[src/rtl/core/segment_tree_range_sum_assert.svh]
// Assertion macros shared by the segment tree range-sum modules.
`ifndef SEGMENT_TREE_RANGE_SUM_ASSERT_SVH
`define SEGMENT_TREE_RANGE_SUM_ASSERT_SVH

// Checked only while out of reset.
`define STSUM_ASSERT(lbl, prop, msg) \
  lbl: assert property (@(posedge clk_i) disable iff (!rst_ni) prop) else $error(msg);

// Checked on every edge, reset included.
`define STSUM_ASSERT_ALWAYS(lbl, prop, msg) \
  lbl: assert property (@(posedge clk_i) prop) else $error(msg);

`endif

[src/rtl/core/stsum_pkg.sv]
// Types and constants of the segment tree range-sum block.
package stsum_pkg;

  localparam int unsigned IDX_W  = 10;
  localparam int unsigned DATA_W = 32;
  localparam int unsigned SIZE_W = 11;

  localparam logic [SIZE_W-1:0] SIZE_RST = 11'd1024;

  localparam logic CMD_UPDATE = 1'b0;
  localparam logic CMD_QUERY  = 1'b1;

  // Controller to datapath.
  typedef struct packed {
    logic clr_step;
    logic accept;
    logic upd_read;
    logic upd_write;
    logic qry_read;
    logic qry_acc;
    logic out_load;
  } stsum_cmd_t;

  // Datapath to controller.
  typedef struct packed {
    logic clr_done;
    logic is_query;
    logic upd_ok;
    logic qry_bad;
    logic at_root;
    logic qry_done;
    logic out_free;
  } stsum_sts_t;

endpackage

[src/rtl/core/stsum_ctrl.sv]
// Sequencer for clearing, update walks and query walks of the tree.
`include "segment_tree_range_sum_assert.svh"

module stsum_ctrl import stsum_pkg::*; (
  input  logic       clk_i,
  input  logic       rst_ni,
  input  logic       in_valid_i,
  output logic       in_ready_o,
  input  stsum_sts_t sts_i,
  output stsum_cmd_t cmd_o
);

  localparam logic [2:0] S_CLEAR   = 3'd0;
  localparam logic [2:0] S_IDLE    = 3'd1;
  localparam logic [2:0] S_UPD_RD  = 3'd2;
  localparam logic [2:0] S_UPD_WR  = 3'd3;
  localparam logic [2:0] S_QRY_RD  = 3'd4;
  localparam logic [2:0] S_QRY_ACC = 3'd5;
  localparam logic [2:0] S_OUT     = 3'd6;

  logic [2:0] state_q, state_d;

  always_comb begin
    cmd_o      = '0;
    in_ready_o = 1'b0;
    state_d    = state_q;
    unique case (state_q)
      S_CLEAR: begin
        cmd_o.clr_step = 1'b1;
        if (sts_i.clr_done) state_d = S_IDLE;
      end
      S_IDLE: begin
        in_ready_o = 1'b1;
        if (in_valid_i) begin
          cmd_o.accept = 1'b1;
          if (sts_i.is_query) begin
            state_d = sts_i.qry_bad ? S_OUT : S_QRY_RD;
          end else if (sts_i.upd_ok) begin
            state_d = S_UPD_RD;
          end
        end
      end
      S_UPD_RD: begin
        if (sts_i.at_root) begin
          state_d = S_IDLE;
        end else begin
          cmd_o.upd_read = 1'b1;
          state_d        = S_UPD_WR;
        end
      end
      S_UPD_WR: begin
        cmd_o.upd_write = 1'b1;
        state_d         = S_UPD_RD;
      end
      S_QRY_RD: begin
        if (sts_i.qry_done) begin
          state_d = S_OUT;
        end else begin
          cmd_o.qry_read = 1'b1;
          state_d        = S_QRY_ACC;
        end
      end
      S_QRY_ACC: begin
        cmd_o.qry_acc = 1'b1;
        state_d       = S_QRY_RD;
      end
      S_OUT: begin
        if (sts_i.out_free) begin
          cmd_o.out_load = 1'b1;
          state_d        = S_IDLE;
        end
      end
      default: state_d = S_IDLE;
    endcase
  end

  always_ff @(posedge clk_i or negedge rst_ni) begin
    if (!rst_ni) begin
      state_q <= S_CLEAR;
    end else begin
      state_q <= state_d;
    end
  end

  `STSUM_ASSERT(a_no_write_above_root, cmd_o.upd_write |-> !sts_i.at_root, "update walked past root")
  `STSUM_ASSERT(a_load_into_free_slot, cmd_o.out_load |-> sts_i.out_free, "result would be lost")
  `STSUM_ASSERT_ALWAYS(a_clear_before_accept, !rst_ni |=> !in_ready_o, "ready before clearing")

endmodule

[config.mk]
export PLATFORM = sky130hd
export DESIGN_NAME = stsum_ctrl
export DESIGN_NICKNAME = d
export VERILOG_FILES = /design/src/rtl/core/stsum_pkg.sv /design/src/rtl/core/stsum_ctrl.sv
export VERILOG_INCLUDE_DIRS = /design/src /design/src/rtl/core
export SDC_FILE = /design/constraint.sdc
export NUM_CORES = 1
export LEC_CHECK = 0
export BUFFER_PORTS_ARGS = -buffer_cell sky130_fd_sc_hd__clkbuf_2
export CORE_AREA = 2 2 39 41
export CTS_CLUSTER_DIAMETER = 80
export CTS_CLUSTER_SIZE = 20
export DETAILED_ROUTE_END_ITERATION = 16
export DIE_AREA = 0 0 41 43
export HOLD_SLACK_MARGIN = 0.05
export SYNTH_ARGS = -nofsm -noshare
export SYNTH_HDL_FRONTEND = slang
export SYNTH_SLANG_ARGS = --single-unit
export TNS_END_PERCENT = 10
[constraint.sdc]
create_clock -name clk_i -period 1.88 [get_ports clk_i]
set_input_delay 0.376 -clock clk_i [delete_from_list [all_inputs] [get_ports clk_i]]
set_output_delay 0.376 -clock clk_i [all_outputs]
set_load 0.01 [all_outputs]
**Word-level counts from Yosys, hierarchy flattened**

Cells that the tools add are included.

- Bits in writable memories: 0
- Input bits: 10
- Memories kept: 0
- Flip-flop bits (word level): 3
- Latch bits: 0
- Memory bits (read-only): 0
- Word-level logic and storage cells: 34

- Bitwise operators: 0
- Mux-type cells: 21
- Divide/modulo/power cells: 0
- $mul: 0
- Add/sub/neg operators: 0
- Eq/ne operators: 10
- Reduce and logical (&&, ||, !) cells: 2
- Shift operators: 0
- Magnitude comparators: 0

Operator list:

| cell | number |
|---|---|
| $pmux 3 s7 | 1 |
| $mux 3 | 5 |
| $mux 1 | 12 |
| $eq 3x3->1 const B | 3 |
| $eq 3x2->1 const B | 2 |
| $mux 2 | 3 |
| $ne 2x2->1 const B | 3 |
| $reduce_and 4->1 | 1 |
| $eq 3x1->1 const B | 1 |
| $logic_not 3->1 | 1 |
| $ne 3x3->1 const B | 1 |

**Depth between registers and ports, before layout**

- Word-level depth: 4
- Mapped depth: 6

**Least setup slack after synthesis**

No wires, ideal clock.

- Kind: reg2out
- From: register state_q[1]
- To: output cmd_o[5] (netlist bit)
- Arrival time: 1030 ps
- Path slack: 474 ps
- Cell stages (with the launch flop): 4
- Data required time: 1504 ps
- Buffers on the path: 1
- Cell sequence: dfrtp_1 buf_6 nor3b_4 and2_2

RTL lines:

| item | line | text |
|---|---|---|
| from (decl) | stsum_ctrl.sv:21 | `logic [2:0] state_q, state_d;` |
| from (signal assigned) | stsum_ctrl.sv:81 | `state_q <= state_d;` |
| to (decl) | stsum_ctrl.sv:10 | `output stsum_cmd_t cmd_o` |

==> results.md <==
* Final Power at approximately 0.00067 W
* WL met1 at 307 um
* Final period util at 0.931
* WL met3 at 35 um
* Vias in the first global route at 330
* Routed vias at ~360
* Clock Path Buffers at 2
* Rel. slew slack at 0.709
* Largest area contributor in the netlist: dfrtp_1
* Worst Tran Pin Value at between 0.4 and 0.5 ns
* CP endpoint kind: output port
* Regs by FF count: state_q (3)
* Netlist cell types at 26
* IO Port Bufs at 17
* Wirelength per Cell at 10.0 um
* Worst vdd ir at between 0.5 and 0.6 mV
* Static Leakage at 0.232 nW
* Layout cells sized above 1 at 0.525
* R2r endpoint: state_q[2]$_DFFE_PN0P_
* WHS at about 0.48 ns
* Routability cong. at between 0.8 and 0.9
* Initial Util at 0.250
* Worst setup margin at 0.130 ns
* CP Class: flop to output port
* Fmax achieved at 571 MHz
* Startpoint Class: flop
* # setup viols final at 0
* CTS Buf Count at 3
* Critical path fanouts, max at 13
* Clock latency on the worst-skew pair at between 0.2 and 0.25 ns
* HPWL after DPL at between 600 and 700 um
* Reg area at 76.3 sq um
* Ys flop type: dfrtp_1
* Uppermost routed layer: met4
* Synth top area share at 0.217
* Top post-synthesis cells by area: dfrtp_1 (22%), buf_6 (6.5%), nor3b_4 (5.4%)
* Vias per inst at 4.85
* Synth Area per Inst at about 9.1 sq um
* DRT antenna net count at 0
* Total wire length at around 750 um
* Status: finished clean
* H-tree depth at 1
* Mapped cell area at about 350 sq um
* Synthesis warning total at 0
* Number of synthesized register bits at 3
* Sequential fraction of the synthesis area at 0.217
* Fin Setup TNS at 0 ns
* Worst endpoint data arrival time at ~1.4 ns
* EDFF count, synth at 0
* CTS Sinks at 3
* Row Count at 14
* Synth-to-Final Area Change at 37.5%
* Total GRT Usage at 0.104
* Top cells by count, synth: dfrtp_1 (3), nand2_1 (3), nor3_1 (3)
* Pre-CTS WS at 0.205 ns
* Max reg flops at 3
* CTS tree: done
* Drt first-iter violations at 4
* Fraction of registers with async set/reset at 1.00
* Minimum clock period at 1.75 ns
* Die Area at 1760 sq um
* Core Box Area at 1380 sq um
* Max-cap viol count at 0
* R2R setup slack at 0.29 ns
* RR Startpoint: state_q[2]$_DFFE_PN0P_
* Final #Nets at 71
* Unrepaired setup endpoints after global routing: no
* Crit path required time at roughly 1.5 ns
* Power per cell area at about 1400 nW/um^2
* Syn_nets at a little under 50
* Hold Crit Class: input pin to async pin
* Multi-input logic area at 236 sq um
* Slew Limit Fails at 0
* Initial antenna violation count at 0
* Met2 routed WL at 400 um
* Clock slew at reported path FFs at 0.04 ns
* Grt total ovfl at 0
* N_diodes at 0
* Largest net degree at the start of global routing at 14
* Drt drc at 0
* Hold Violations, Final at 0
* First-pass GRT wire length at 1.26 mm
* Io pins at 18
* First drt pass iteration count at 4
* Biggest register: state_q
* Fill cell count at 151
* CTS Root Cell: clkbuf_4
* Synth Instances at 38
* Die X at around 40 um
* Clk_skew at around 0.00086 ns
* Reg2reg path depth at 4
* DIE HEIGHT at 43 um
-- critical path, cell delays in order (launching register included) --
cell	delay (ns)
dfrtp_1	0.52
nor3b_4	0.32
and2_2	0.18
clkbuf_2	0.12
-- area by class of cell --
cell class / count / area share
clock buffers: 4 / 0.0551
inverters: 2 / 0.0157
multi-input cells: 30 / 0.496
flip-flops and latches: 3 / 0.160
well taps: 16 / 0.0420
repair buffers: 20 / 0.231
-- kinds of logic after synthesis --
kind of cell	share of synthesized area
compound gates	0.267
fa+ha+maj	0.0361
buf+inv	0.101
flops	0.217
mux	0.0433
simple gates	0.336
-- repair_timing --
item                                   in CTS  in global routing
endpoints found under the hold margin       3                  0
setup endpoints to repair                   0                  2
hold buffers                                1                  0
setup buffers                               0                  1
gates resized for setup                     0                  1
-- routing by layer --
metal  global-route usage  vias up
met5                    0        -
met4               0.0600        0
met3               0.0157        2
met2                0.159        8
met1                0.129      172
li1                     -      182
-- cell usage in the layout (no fill, tap or decap) --
| master | count |
|---|---|
| o31ai_1 | 1 |
| nor3b_4 | 1 |
| ha_1 | 1 |
| clkbuf_1 | 1 |
| nor2b_1 | 2 |
| a21oi_1 | 1 |
| and3_1 | 1 |
| inv_1 | 2 |
| o21ai_0 | 2 |
| o41ai_2 | 1 |
| clkbuf_4 | 3 |
| dfrtp_2 | 1 |
| o32a_1 | 1 |
| nor4_1 | 1 |
| a21o_2 | 1 |
| nand3b_1 | 1 |
| o31a_2 | 1 |
| dlygate4sd3_1 | 1 |
| dfrtp_1 | 2 |
| and2_2 | 1 |
| nand2b_1 | 2 |
| o31ai_2 | 1 |
| nand4bb_1 | 1 |
| buf_4 | 2 |
| nor2_1 | 2 |
| nor3_1 | 3 |
| clkbuf_2 | 17 |
| a22oi_2 | 1 |
| mux2_4 | 1 |
| nand2_1 | 3 |
-- metrics by stage --
step	std cells	cell area [sq um]	utilization
floorplan	38	347	-
global placement	69	432	0.312
detailed placement	69	432	0.312
CTS	74	468	0.338
global route	75	477	0.344
finish	75	477	0.344
-- how the worst max path moves through the flow --
stage                           startpoint                     end  slack, ns  cells after the start
floorplan           state_q[1]$_DFFE_PN0P_                cmd_o[5]       0.47                      3
global placement    state_q[1]$_DFFE_PN0P_  state_q[2]$_DFFE_PN0P_       0.25                      4
detailed placement  state_q[1]$_DFFE_PN0P_  state_q[0]$_DFFE_PN0P_       0.20                      5
CTS                 state_q[1]$_DFFE_PN0P_                cmd_o[4]       0.06                      3
global route        state_q[2]$_DFFE_PN0P_                cmd_o[5]       0.05                      3
finish              state_q[2]$_DFFE_PN0P_                cmd_o[5]       0.13                      3
-- power breakdown --
part | total, W | switching [W] | internal [W]
Combinational | 0.000419 | 0.000198 | 0.000221
Clock | 0.000111 | 0.0000318 | 0.0000794
Sequential | 0.000137 | 0.0000472 | 0.0000894
No activity file was read; power rests on OpenSTA's default activity.
